`src/rtl/fpc_pkg.sv`:
```
// ----------------------------------------------------------------------------
// fpc_pkg: shared types and constants
// Constants, operation codes and controller/datapath interface structs for the
// factorial, permutation and combination unit.
// ----------------------------------------------------------------------------
package fpc_pkg;

    // Largest accepted n; every product up to MAX_N! fits in 64 bits.
    localparam int MAX_N    = 20;
    localparam int FUNC_W   = 2;
    localparam int OPND_W   = 6;
    localparam int RESULT_W = 64;
    // Width of a valid operand once range checked (holds up to MAX_N).
    localparam int N_W      = $clog2(MAX_N + 1);
    // Divisor k'! with k' <= MAX_N / 2; 10! needs 22 bits.
    localparam int DEN_W    = 22;
    localparam int BIT_W    = $clog2(RESULT_W);

    // Operation codes.
    localparam logic [FUNC_W-1:0] FUNC_FACT = 2'd0;
    localparam logic [FUNC_W-1:0] FUNC_PERM = 2'd1;
    localparam logic [FUNC_W-1:0] FUNC_COMB = 2'd2;

    // Commands from the controller to the datapath.
    typedef struct packed {
        logic load;      // capture a request and set up the numerator product
        logic num_step;  // one multiply of the numerator product
        logic den_load;  // set up the denominator product
        logic den_step;  // one multiply of the denominator product
        logic div_step;  // one restoring division step
        logic store;     // move the result into the output register
    } fpc_cmd_t;

    // Status from the datapath to the controller.
    typedef struct packed {
        logic steps_zero; // numerator product complete
        logic is_comb;    // valid combination request, division needed
        logic cnt_zero;   // denominator product complete
        logic bits_last;  // final division step
        logic out_busy;   // output register full and not being taken
    } fpc_status_t;

endpackage

```
`src/rtl/fpc_ctrl.sv`:
```
// ----------------------------------------------------------------------------
// fpc_ctrl: sequencing state machine
// Steps the shared datapath through the numerator product, then, for a combination,
// the denominator product and the restoring division, and hands the result to the output.
// ----------------------------------------------------------------------------
module fpc_ctrl
    import fpc_pkg::*;
(
    input  logic        aclk,
    input  logic        aresetn,
    input  logic        s_valid,
    output logic        s_ready,
    input  fpc_status_t status,
    output fpc_cmd_t    cmd
);

    typedef enum logic [4:0] {
        ST_IDLE   = 5'b00001,
        ST_NUM    = 5'b00010,
        ST_DEN    = 5'b00100,
        ST_DIV    = 5'b01000,
        ST_FINISH = 5'b10000
    } state_t;

    state_t state_reg;
    state_t state_next;

    // State register.
    always_ff @(posedge aclk) begin
        if (!aresetn) begin
            state_reg <= ST_IDLE;
        end else begin
            state_reg <= state_next;
        end
    end

    // Next state and command decode.
    always_comb begin
        state_next = state_reg;
        cmd        = '0;
        s_ready    = 1'b0;
        case (state_reg)
            ST_IDLE: begin
                s_ready = 1'b1;
                if (s_valid) begin
                    cmd.load   = 1'b1;
                    state_next = ST_NUM;
                end
            end
            ST_NUM: begin
                if (status.steps_zero) begin
                    if (status.is_comb) begin
                        cmd.den_load = 1'b1;
                        state_next   = ST_DEN;
                    end else begin
                        state_next = ST_FINISH;
                    end
                end else begin
                    cmd.num_step = 1'b1;
                end
            end
            ST_DEN: begin
                if (status.cnt_zero) begin
                    state_next = ST_DIV;
                end else begin
                    cmd.den_step = 1'b1;
                end
            end
            ST_DIV: begin
                cmd.div_step = 1'b1;
                if (status.bits_last) begin
                    state_next = ST_FINISH;
                end
            end
            ST_FINISH: begin
                if (!status.out_busy) begin
                    cmd.store  = 1'b1;
                    state_next = ST_IDLE;
                end
            end
            default: begin
                state_next = ST_IDLE;
            end
        endcase
    end

endmodule

```
`src/rtl/fpc_datapath.sv`:
```
// ----------------------------------------------------------------------------
// fpc_datapath: operand checks, multipliers and divider
// Holds the product accumulator, the denominator, the restoring division
// remainder and the output register.
// ----------------------------------------------------------------------------
module fpc_datapath
    import fpc_pkg::*;
(
    input  logic                aclk,
    input  logic                aresetn,
    input  logic [FUNC_W-1:0]   s_func,
    input  logic [OPND_W-1:0]   s_n_value,
    input  logic [OPND_W-1:0]   s_k_value,
    input  fpc_cmd_t            cmd,
    output fpc_status_t         status,
    output logic                m_valid,
    input  logic                m_ready,
    output logic [RESULT_W-1:0] m_result,
    output logic                m_error
);

    logic [RESULT_W-1:0] acc_reg;
    logic [RESULT_W-1:0] acc_next;
    logic [DEN_W-1:0]    den_reg;
    logic [DEN_W-1:0]    den_next;
    logic [DEN_W:0]      rem_reg;
    logic [DEN_W:0]      rem_next;
    logic [N_W-1:0]      cnt_reg;
    logic [N_W-1:0]      cnt_next;
    logic [N_W-1:0]      steps_reg;
    logic [N_W-1:0]      steps_next;
    logic [N_W-1:0]      kk_reg;
    logic [N_W-1:0]      kk_next;
    logic [BIT_W-1:0]    bit_cnt_reg;
    logic [BIT_W-1:0]    bit_cnt_next;
    logic                err_reg;
    logic                err_next;
    logic                comb_reg;
    logic                comb_next;
    logic                out_valid_reg;
    logic                out_valid_next;
    logic [RESULT_W-1:0] out_result_reg;
    logic [RESULT_W-1:0] out_result_next;
    logic                out_error_reg;
    logic                out_error_next;

    // Request checks and choice of the shorter product for combination.
    logic                in_err;
    logic [OPND_W-1:0]   n_minus_k;
    logic [OPND_W-1:0]   k_eff;

    always_comb begin
        in_err = (s_n_value > OPND_W'(MAX_N))
              || ((s_func != FUNC_FACT) && (s_func != FUNC_PERM) && (s_func != FUNC_COMB))
              || ((s_func != FUNC_FACT) && (s_k_value > s_n_value));
        n_minus_k = s_n_value - s_k_value;
        if (s_func == FUNC_FACT) begin
            k_eff = s_n_value;
        end else if ((s_func == FUNC_COMB) && (n_minus_k < s_k_value)) begin
            k_eff = n_minus_k;
        end else begin
            k_eff = s_k_value;
        end
    end

    // One restoring division step: shift in the next dividend bit and subtract.
    logic [DEN_W:0] rem_shift;
    logic           rem_ge;

    always_comb begin
        rem_shift = {rem_reg[DEN_W-1:0], acc_reg[RESULT_W-1]};
        rem_ge    = (rem_shift >= {1'b0, den_reg});
    end

    // Datapath register updates under controller command.
    always_comb begin
        acc_next        = acc_reg;
        den_next        = den_reg;
        rem_next        = rem_reg;
        cnt_next        = cnt_reg;
        steps_next      = steps_reg;
        kk_next         = kk_reg;
        bit_cnt_next    = bit_cnt_reg;
        err_next        = err_reg;
        comb_next       = comb_reg;
        out_valid_next  = out_valid_reg;
        out_result_next = out_result_reg;
        out_error_next  = out_error_reg;

        if (out_valid_reg && m_ready) begin
            out_valid_next = 1'b0;
        end

        if (cmd.load) begin
            acc_next   = RESULT_W'(1);
            err_next   = in_err;
            comb_next  = (s_func == FUNC_COMB) && !in_err;
            cnt_next   = s_n_value[N_W-1:0];
            kk_next    = k_eff[N_W-1:0];
            steps_next = in_err ? '0 : k_eff[N_W-1:0];
        end

        if (cmd.num_step) begin
            acc_next   = RESULT_W'(acc_reg * RESULT_W'(cnt_reg));
            cnt_next   = cnt_reg - N_W'(1);
            steps_next = steps_reg - N_W'(1);
        end

        if (cmd.den_load) begin
            den_next     = DEN_W'(1);
            cnt_next     = kk_reg;
            rem_next     = '0;
            bit_cnt_next = '0;
        end

        if (cmd.den_step) begin
            den_next = DEN_W'(den_reg * DEN_W'(cnt_reg));
            cnt_next = cnt_reg - N_W'(1);
        end

        if (cmd.div_step) begin
            rem_next     = rem_ge ? (rem_shift - {1'b0, den_reg}) : rem_shift;
            acc_next     = {acc_reg[RESULT_W-2:0], rem_ge};
            bit_cnt_next = bit_cnt_reg + BIT_W'(1);
        end

        if (cmd.store) begin
            out_valid_next  = 1'b1;
            out_result_next = err_reg ? '0 : acc_reg;
            out_error_next  = err_reg;
        end
    end

    // Control registers.
    always_ff @(posedge aclk) begin
        if (!aresetn) begin
            out_valid_reg <= 1'b0;
        end else begin
            out_valid_reg <= out_valid_next;
        end
    end

    // Payload registers.
    always_ff @(posedge aclk) begin
        acc_reg        <= acc_next;
        den_reg        <= den_next;
        rem_reg        <= rem_next;
        cnt_reg        <= cnt_next;
        steps_reg      <= steps_next;
        kk_reg         <= kk_next;
        bit_cnt_reg    <= bit_cnt_next;
        err_reg        <= err_next;
        comb_reg       <= comb_next;
        out_result_reg <= out_result_next;
        out_error_reg  <= out_error_next;
    end

    // Status back to the controller.
    always_comb begin
        status.steps_zero = (steps_reg == '0);
        status.is_comb    = comb_reg;
        status.cnt_zero   = (cnt_reg == '0);
        status.bits_last  = (bit_cnt_reg == {BIT_W{1'b1}});
        status.out_busy   = out_valid_reg && !m_ready;
    end

    assign m_valid  = out_valid_reg;
    assign m_result = out_result_reg;
    assign m_error  = out_error_reg;

endmodule

```
`src/rtl/factorial_permutation_combination.sv`:
```
// ----------------------------------------------------------------------------
// factorial_permutation_combination: n!, P(n,k) and C(n,k) unit
// Operation: a request runs a product of k' multiply steps (k' = n for factorial),
// and a combination adds a denominator product and the restoring division.
// Throughput: one request at a time; the datapath has a 5-bit by 64-bit multiply step
// and a 64-step restoring divider.
// Reset: synchronous, active low; clears the state machine and output valid.
// ----------------------------------------------------------------------------
module factorial_permutation_combination
    import fpc_pkg::*;
(
    input  logic                aclk,
    input  logic                aresetn,
    input  logic                s_valid,
    output logic                s_ready,
    input  logic [FUNC_W-1:0]   s_func,
    input  logic [OPND_W-1:0]   s_n_value,
    input  logic [OPND_W-1:0]   s_k_value,
    output logic                m_valid,
    input  logic                m_ready,
    output logic [RESULT_W-1:0] m_result,
    output logic                m_error
);

    fpc_cmd_t    cmd;
    fpc_status_t status;

    // Sequencer.
    fpc_ctrl u_ctrl (
        .aclk    (aclk),
        .aresetn (aresetn),
        .s_valid (s_valid),
        .s_ready (s_ready),
        .status  (status),
        .cmd     (cmd)
    );

    // Arithmetic and output register.
    fpc_datapath u_datapath (
        .aclk      (aclk),
        .aresetn   (aresetn),
        .s_func    (s_func),
        .s_n_value (s_n_value),
        .s_k_value (s_k_value),
        .cmd       (cmd),
        .status    (status),
        .m_valid   (m_valid),
        .m_ready   (m_ready),
        .m_result  (m_result),
        .m_error   (m_error)
    );

endmodule

```
`config.mk`:
```
export PLATFORM = sky130hd
export DESIGN_NAME = factorial_permutation_combination
export DESIGN_NICKNAME = d
export VERILOG_FILES = /design/src/rtl/fpc_pkg.sv /design/src/rtl/fpc_ctrl.sv /design/src/rtl/fpc_datapath.sv /design/src/rtl/factorial_permutation_combination.sv
export SDC_FILE = /design/constraint.sdc
export NUM_CORES = 1
export LEC_CHECK = 0
export ABC_AREA = 1
export BUFFER_PORTS_ARGS = -buffer_cell sky130_fd_sc_hd__buf_2
export CAP_MARGIN = 0
export CORE_MARGIN = 5
export CORE_UTILIZATION = 63
export DETAILED_ROUTE_END_ITERATION = 10
export PLACE_DENSITY = 0.85
export SYNTH_ARGS = -nofsm -noshare
export SYNTH_HDL_FRONTEND = slang
export SYNTH_HIERARCHICAL = 1
export SYNTH_SLANG_ARGS = --single-unit
```
`constraint.sdc`:
```
create_clock -name aclk -period 8.5 [get_ports aclk]
set_clock_uncertainty 0.15 [all_clocks]
set_input_delay 1.7 -clock aclk [delete_from_list [all_inputs] [get_ports aclk]]
set_output_delay 1.7 -clock aclk [all_outputs]
set_load 0.1 [all_outputs]
```
==> flow_summary.ini, run 1 <==
[run_status]
outcome = complete, no violations

[flow_run]
drv_cap = 0

[yosys]
syn_inst = 3779
synth_area_um2 = 25500
synth_edf_count = 196
synth_top_family_by_area = simple AND/OR/NAND/NOR gates
synthMuxAreaShare_pct = 0
ys_seq_area_share_pct = 23.5
yosys.area_share.xor_xnor_pct = 0.995
synth-adder-area-share_pct = 24.7
synth_flop_cell = edfxtp_1
synthesis.area_per_instance_um2 = 6.76
synth_seq_cells = 202
yosysWarnings = 6
synthSimpleGateAreaFrac_pct = 27.5
yosys.cell_types.count = 46
synth-compound-area-share_pct = 6.54
async_flop_share_pct = 0
syn_nets = 4160

[critical_path]
arrival_ns = 5.67
required_ns = 8.63
path_class = flip-flop to flip-flop
critPathLaunchType = flip-flop
r2r_cells = 18
end_kind = flip-flop
path_max_fanout = 52

[die]
die_h_um = 211
rows = 73
initial_core_util_pct = 64.0
io_pins = 85
die_area_um2 = 44600
core_um2 = 39900
die_w_um = 211

[global_route]
grt_pass1_vias = 22717
grt_max_degree = 76
grt_pass1_wl_um = 109000
grt_usage_pct = 29.7
antenna_found_initial = 0
overflow = 0

[placement]
globalplace.congestion = 1.05
dp_hpwl_um = 51000
numPortBuffers = 84

[clock_tree]
tritoncts = yes
clk_pin_slew_ns = 0.06
h-tree-depth = 1
clock_sinks = 202
numCtsBuffers = 27
hold_buffers = 0
post_cts_buffers = 0
ctsRootBufferMaster = clkbuf_16
clockBufferDepth = 3
ctsResizeCount = 0
clk_latency_ns = 0.58

[route]
remaining_drc_errors = 0
first_pass_iters = 6
ant_nets = 0
avgViaCountPerCell = 5.27
drtIter0Drc = 1842
drt-wirelength-per-cell_um = 15.2
totalWireLength_um = 66400
route.vias.total = 23032

[finish]
multi_input_area_um2 = 15300
nets = 4205
syn2layout_area_growth_pct = 7.24
drive_gt1_share_pct = 5.13
final_core_util_pct = 68.6
diodes = 0
ff_latch_area_um2 = 6010
n_fill_cell = 3496

[sta]
fmax_mhz = 181
fin_crit_ns = 5.54
rsz0062_at_grt = false
relSlewSlack_pct = 28.0
hold_viol_final = 0
finalSetupViolations = 0
period_share_pct = 65.2
worstMarginPinSlew_ns = 1.08
fin_setup_tns_ns = 0
finalMaxSlewViolations = 0

[worst_hold_path]
holdCritPathClass = flip-flop to flip-flop
whs_path_depth = 2
metrics by stage:
stage	area (µm²)	cells	hold slack, ns	worst slack [ns]
floorplan	25500	3779	0.274	3.33
global placement	26400	4320	0.394	3.18
detailed placement	26400	4320	0.395	3.06
CTS	27400	4368	0.404	3.03
global route	27400	4368	0.429	2.64
finish	27400	4368	0.400	2.96
cell usage after synthesis (9+ instances only):
cell	n	area (µm²)
edfxtp_1	196	5890
buf_1	13	48.8
o22ai_1	15	93.8
nor2_1	282	1060
xor2_1	23	201
nand3_1	141	706
nand2_2	10	62.6
nand4_1	28	175
nor2_2	9	56.3
o21ai_0	104	521
ha_1	129	1610
inv_1	1042	3910
nand2_1	1227	4610
and2_1	9	56.3
a21oi_2	14	123
fa_1	234	4680
a21oi_1	135	676
clkbuf_1	60	225
nor3_1	19	95.1
o21ai_1	12	60.1
per-layer routing:
metal  wire (µm)  GRT usage, %  vias up
met2       32000          51.4      892
met1       26700          38.0    10661
li1            -             -    11279
met5           0             0        -
met4        3080          12.6        0
met3        4610          3.36      200
critical path: stages, from the launching register on:
cell      delay, ns
edfxtp_1       0.62
buf_4          0.62
nand2_1        0.19
fa_1           0.57
fa_1           0.54
fa_1           0.55
inv_1          0.04
ha_1           0.39
nand2_1        0.08
nor2_1         0.17
nand2_1        0.07
nand3_1        0.29
nand2_1        0.09
nand2_1        0.14
nand2_1        0.09
nand2_1        0.22
a21oi_1        0.09
o21ai_0        0.15
o21ai_0        0.15
kinds of logic after synthesis:
family | Yosys count
buf+inv | 1130
flops | 202
compound gates | 306
fa+ha+maj | 363
xor+xnor | 29
simple gates | 1749
worst paths after layout:
| path | slack [ns] | endpoint | from |
|---|---|---|---|
| worst max-delay path | 2.96 | u_datapath/acc_reg[28]$_DFFE_PP_ | u_datapath/cnt_reg[4]$_DFFE_PP_ |
| worst min-delay path | 0.40 | u_ctrl/state_reg[2]$_SDFFE_PN0P_ | u_ctrl/state_reg[2]$_SDFFE_PN0P_ |
| worst max register to register | 2.96 | u_datapath/acc_reg[28]$_DFFE_PP_ | u_datapath/cnt_reg[4]$_DFFE_PP_ |
| worst min register to register | 0.40 | u_ctrl/state_reg[2]$_SDFFE_PN0P_ | u_ctrl/state_reg[2]$_SDFFE_PN0P_ |
cells in the final DEF (no fill, tap or decap), drive strengths merged, types with 3 or more instances in the layout:
cell and count:
edfxtp 196, nor3 20, o21ai 119, a21boi 4, bufinv 7, o21bai 4
clkinvlp 3, xor2 23, nand4 32, nor2 292, dfxtp 6, xnor2 6
a31oi 3, buf 97, o22ai 15, nor4 6, ha 129, nand3 143
and2 9, clkinv 8, o21a 3, a21oi 149, or2 6, clkbuf 33
a21o 5, inv 1046, nand2 1237, fa 234
area by class of cell:
class | count | share of cell area [%]
Multi-Input combinational cell | 2447 | 55.8
Clock inverter | 15 | 0.923
Clock buffer | 33 | 2.62
Timing Repair Buffer | 97 | 1.94
Sequential cell | 202 | 21.9
Inverter | 1049 | 14.4
Tap cell | 525 | 2.40
Power of run 1 is left out: the tool's default activity adds up to more than one toggle a clock period on the data nets, which glitch-free logic cannot reach.
==> run 2: changes to the inputs <==
Settings changed: ABC_AREA 1 to 0, CORE_UTILIZATION 63 to 58, PLACE_DENSITY 0.85 to 0.82.
Clock period 8.5 ns to 4.75 ns, I/O delays scaled along.
==> run 2 against run 1 <==
The flow now finishes with violations (negative setup slack). Sequential cell count unchanged. Register-to-register slack worse by 3.6 ns. Routed wire length down 4.5%. Core utilization up 4.8 points. Count of clock-buffer cells in the layout unchanged. Via count down 14%. Synthesized cell count down 34%. Largest cell class unchanged.
==> flow_summary.ini, run 2 <==
[run_status]
outcome = complete, but fails checks
violations = negative setup slack

[sta]
finalMaxSlewViolations = 0
relSlewSlack_pct = 34.3
whs_ns = 0.446
finalSetupViolations = 51
rsz0062_at_grt = true
fin_ws_ns = -0.591
fin_crit_ns = 5.34
hold_viol_final = 0
period_share_pct = 112
worstMarginPinSlew_ns = 0.983
fin_setup_tns_ns = -15.50
fmax_mhz = 187

[critical_path]
cp_slowest_stage_delay_ns = 0.55
critPathLaunchType = flip-flop
path_class = flip-flop to flip-flop
required_ns = 4.92
cpMostUsedCell = fa_1
crit_path_cell_trace = buf_12 > and2_1 > fa_1 > fa_1 > inv_1 > fa_1 > inv_2 > ha_4 > a2111oi_4 > buf_4 > o21ai_2 > a311oi_2 > nor4b_2 > nor3_2 > or4_4 > a21oi_4 > a31oi_1 > xor2_1 > o21ai_1
path_max_fanout = 27
slowest_stage = fa_1
end_kind = flip-flop
arrival_ns = 5.51

[finish]
multi_input_area_um2 = 15900
layout_commonest_cell = buf_4
diodes = 0
drive_gt1_share_pct = 23.2
ff_latch_area_um2 = 6010
syn2layout_area_growth_pct = 25.2
final_cells = 3423
n_fill_cell = 2561
postLayoutCellArea_um2 = 28400
nets = 3266
final_core_util_pct = 73.4
layout_common_cells = buf_4, inv_1, nand2_1, and2_1, fa_1

[yosys]
synth_area_leaders = edfxtp_1, fa_1, and2_1
synth_edf_count = 196
synth.top_cell.area_share_pct = 26.0
synth_seq_cells = 202
ys_seq_area_share_pct = 26.5
yosys.cell_types.count = 80
synthesis.area_per_instance_um2 = 9.09
async_flop_share_pct = 0
synth_area_um2 = 22700
yosys.area.top_type = edfxtp_1
synth_most_common_cell = inv_1
yosysWarnings = 6
synth_commonest_cells = inv_1, nand2_1, and2_1, fa_1, edfxtp_1
syn_inst = 2492
syn_nets = 2873
synth_flop_cell = edfxtp_1

[pwr]
ir_drop_mv = 0.428
p_leak_nw = 13.2
power_mw = 16.6
p_per_area_nw_per_um2 = 583

[route]
met2_length_um = 31300
wl_met1_um = 24800
totalWireLength_um = 63500
drtIter0Drc = 1756
top_layer_used = met5
route.vias.total = 19722
remaining_drc_errors = 0
dr_wl_met3_um = 4450
ant_nets = 0
first_pass_iters = 6
drt-wirelength-per-cell_um = 18.5
avgViaCountPerCell = 5.76

[global_route]
grt_max_degree = 70
antenna_found_initial = 2
overflow = 0
grt_pass1_wl_um = 101000
grt_usage_pct = 27.9
grt_pass1_vias = 20522

[clock_tree]
numCtsBuffers = 27
tritoncts = yes
clock_sinks = 202
clockBufferDepth = 3
clk_latency_ns = 0.56
clk_pin_slew_ns = 0.07
ctsRootBufferMaster = clkbuf_16
h-tree-depth = 1
hold_buffers = 0

[die]
core_um2 = 38600
initial_core_util_pct = 58.6
die_h_um = 208
die_area_um2 = 43100
die_w_um = 208
rows = 72
io_pins = 85

[placement]
dp_hpwl_um = 45400
placed_area_um2 = 26300
pre_cts_slack_ns = -0.629
numPortBuffers = 84
place_inst = 3336
globalplace.congestion = 0.923

[worst_hold_path]
holdCritPathClass = flip-flop to flip-flop

[flow_run]
drv_cap = 0
[run 2: cell count changes in the layout (fill, tap and decap cells not counted), moves of 27 or more]
| cell | before | now |
|---|---|---|
| a21o_1 | 5 | 46 |
| a21oi_1 | 135 | 86 |
| and2_1 | 9 | 259 |
| buf_4 | 12 | 349 |
| ha_1 | 129 | 102 |
| inv_1 | 1040 | 330 |
| nand2_1 | 1227 | 304 |
| nand3_1 | 140 | 22 |
| nor2_1 | 280 | 100 |
| nor2b_1 | 0 | 94 |
| o21ai_0 | 104 | 73 |
| o21ai_1 | 12 | 43 |
| xnor2_1 | 6 | 60 |
[run 2: logic make-up (layout without fill, tap and decap cells)]
| family | Yosys count | in the layout | synth area share, % |
|---|---|---|---|
| mux | 19 | 19 | 0.839 |
| compound gates | 419 | 419 | 11.9 |
| flops | 202 | 202 | 26.5 |
| simple gates | 930 | 930 | 21.1 |
| buf+inv | 445 | 858 | 7.43 |
| xor+xnor | 114 | 114 | 4.41 |
| fa+ha+maj | 363 | 363 | 27.8 |
[run 2: worst paths after layout]
check	cells past startpoint	slack (ns)	to	startpoint
setup / recovery	19	-0.59	u_datapath/acc_reg[55]$_DFFE_PP_	u_datapath/cnt_reg[4]$_DFFE_PP_
hold / removal	2	0.45	u_datapath/cnt_reg[4]$_DFFE_PP_	u_datapath/kk_reg[4]$_DFFE_PP_
setup reg to reg	19	-0.59	u_datapath/acc_reg[55]$_DFFE_PP_	u_datapath/cnt_reg[4]$_DFFE_PP_
hold reg to reg	2	0.45	u_datapath/cnt_reg[4]$_DFFE_PP_	u_datapath/kk_reg[4]$_DFFE_PP_
[run 2: cell type report]
type                       instances  area share [%]
multi-input combinational       1845            55.9
sequential                       202            21.2
timing repair buffer             466            12.9
inverter                         343            4.54
clock buffer                      33            2.50
tap                              518            2.28
clock inverter                    16           0.662
[run 2: power by group]
part           switching [mW]  internal, mW  total, mW
Clock                   0.825          1.27       2.10
Sequential              0.128          2.08       2.21
Combinational            6.39          5.85       12.2
[run 2: worst max-delay path, delay by kind of cell, from the launching register on]
family	cells	cell delay, ns
AOI/OAI and AO/OA	6	0.83
xor gates and xnor gates	1	0.17
adders and majority gates	4	1.90
buffers and inverters	4	0.48
DFF	1	0.43
and+or+nand+nor	4	1.13
[run 2: timing repair]
action	CTS	global route
endpoints found under the setup margin	54	58
resized for setup	72	90
gates cloned	3	2
pin swaps	26	52
buffers inserted	15	22
[run 2: layer usage]
layer  global-route usage (%)  vias to the layer above
met4                     10.1                        2
met5                        0                        -
li1                         -                     8966
met1                     35.3                     9645
met3                     3.94                      232
met2                     49.2                      877
(Power assumes the default switching activity.)
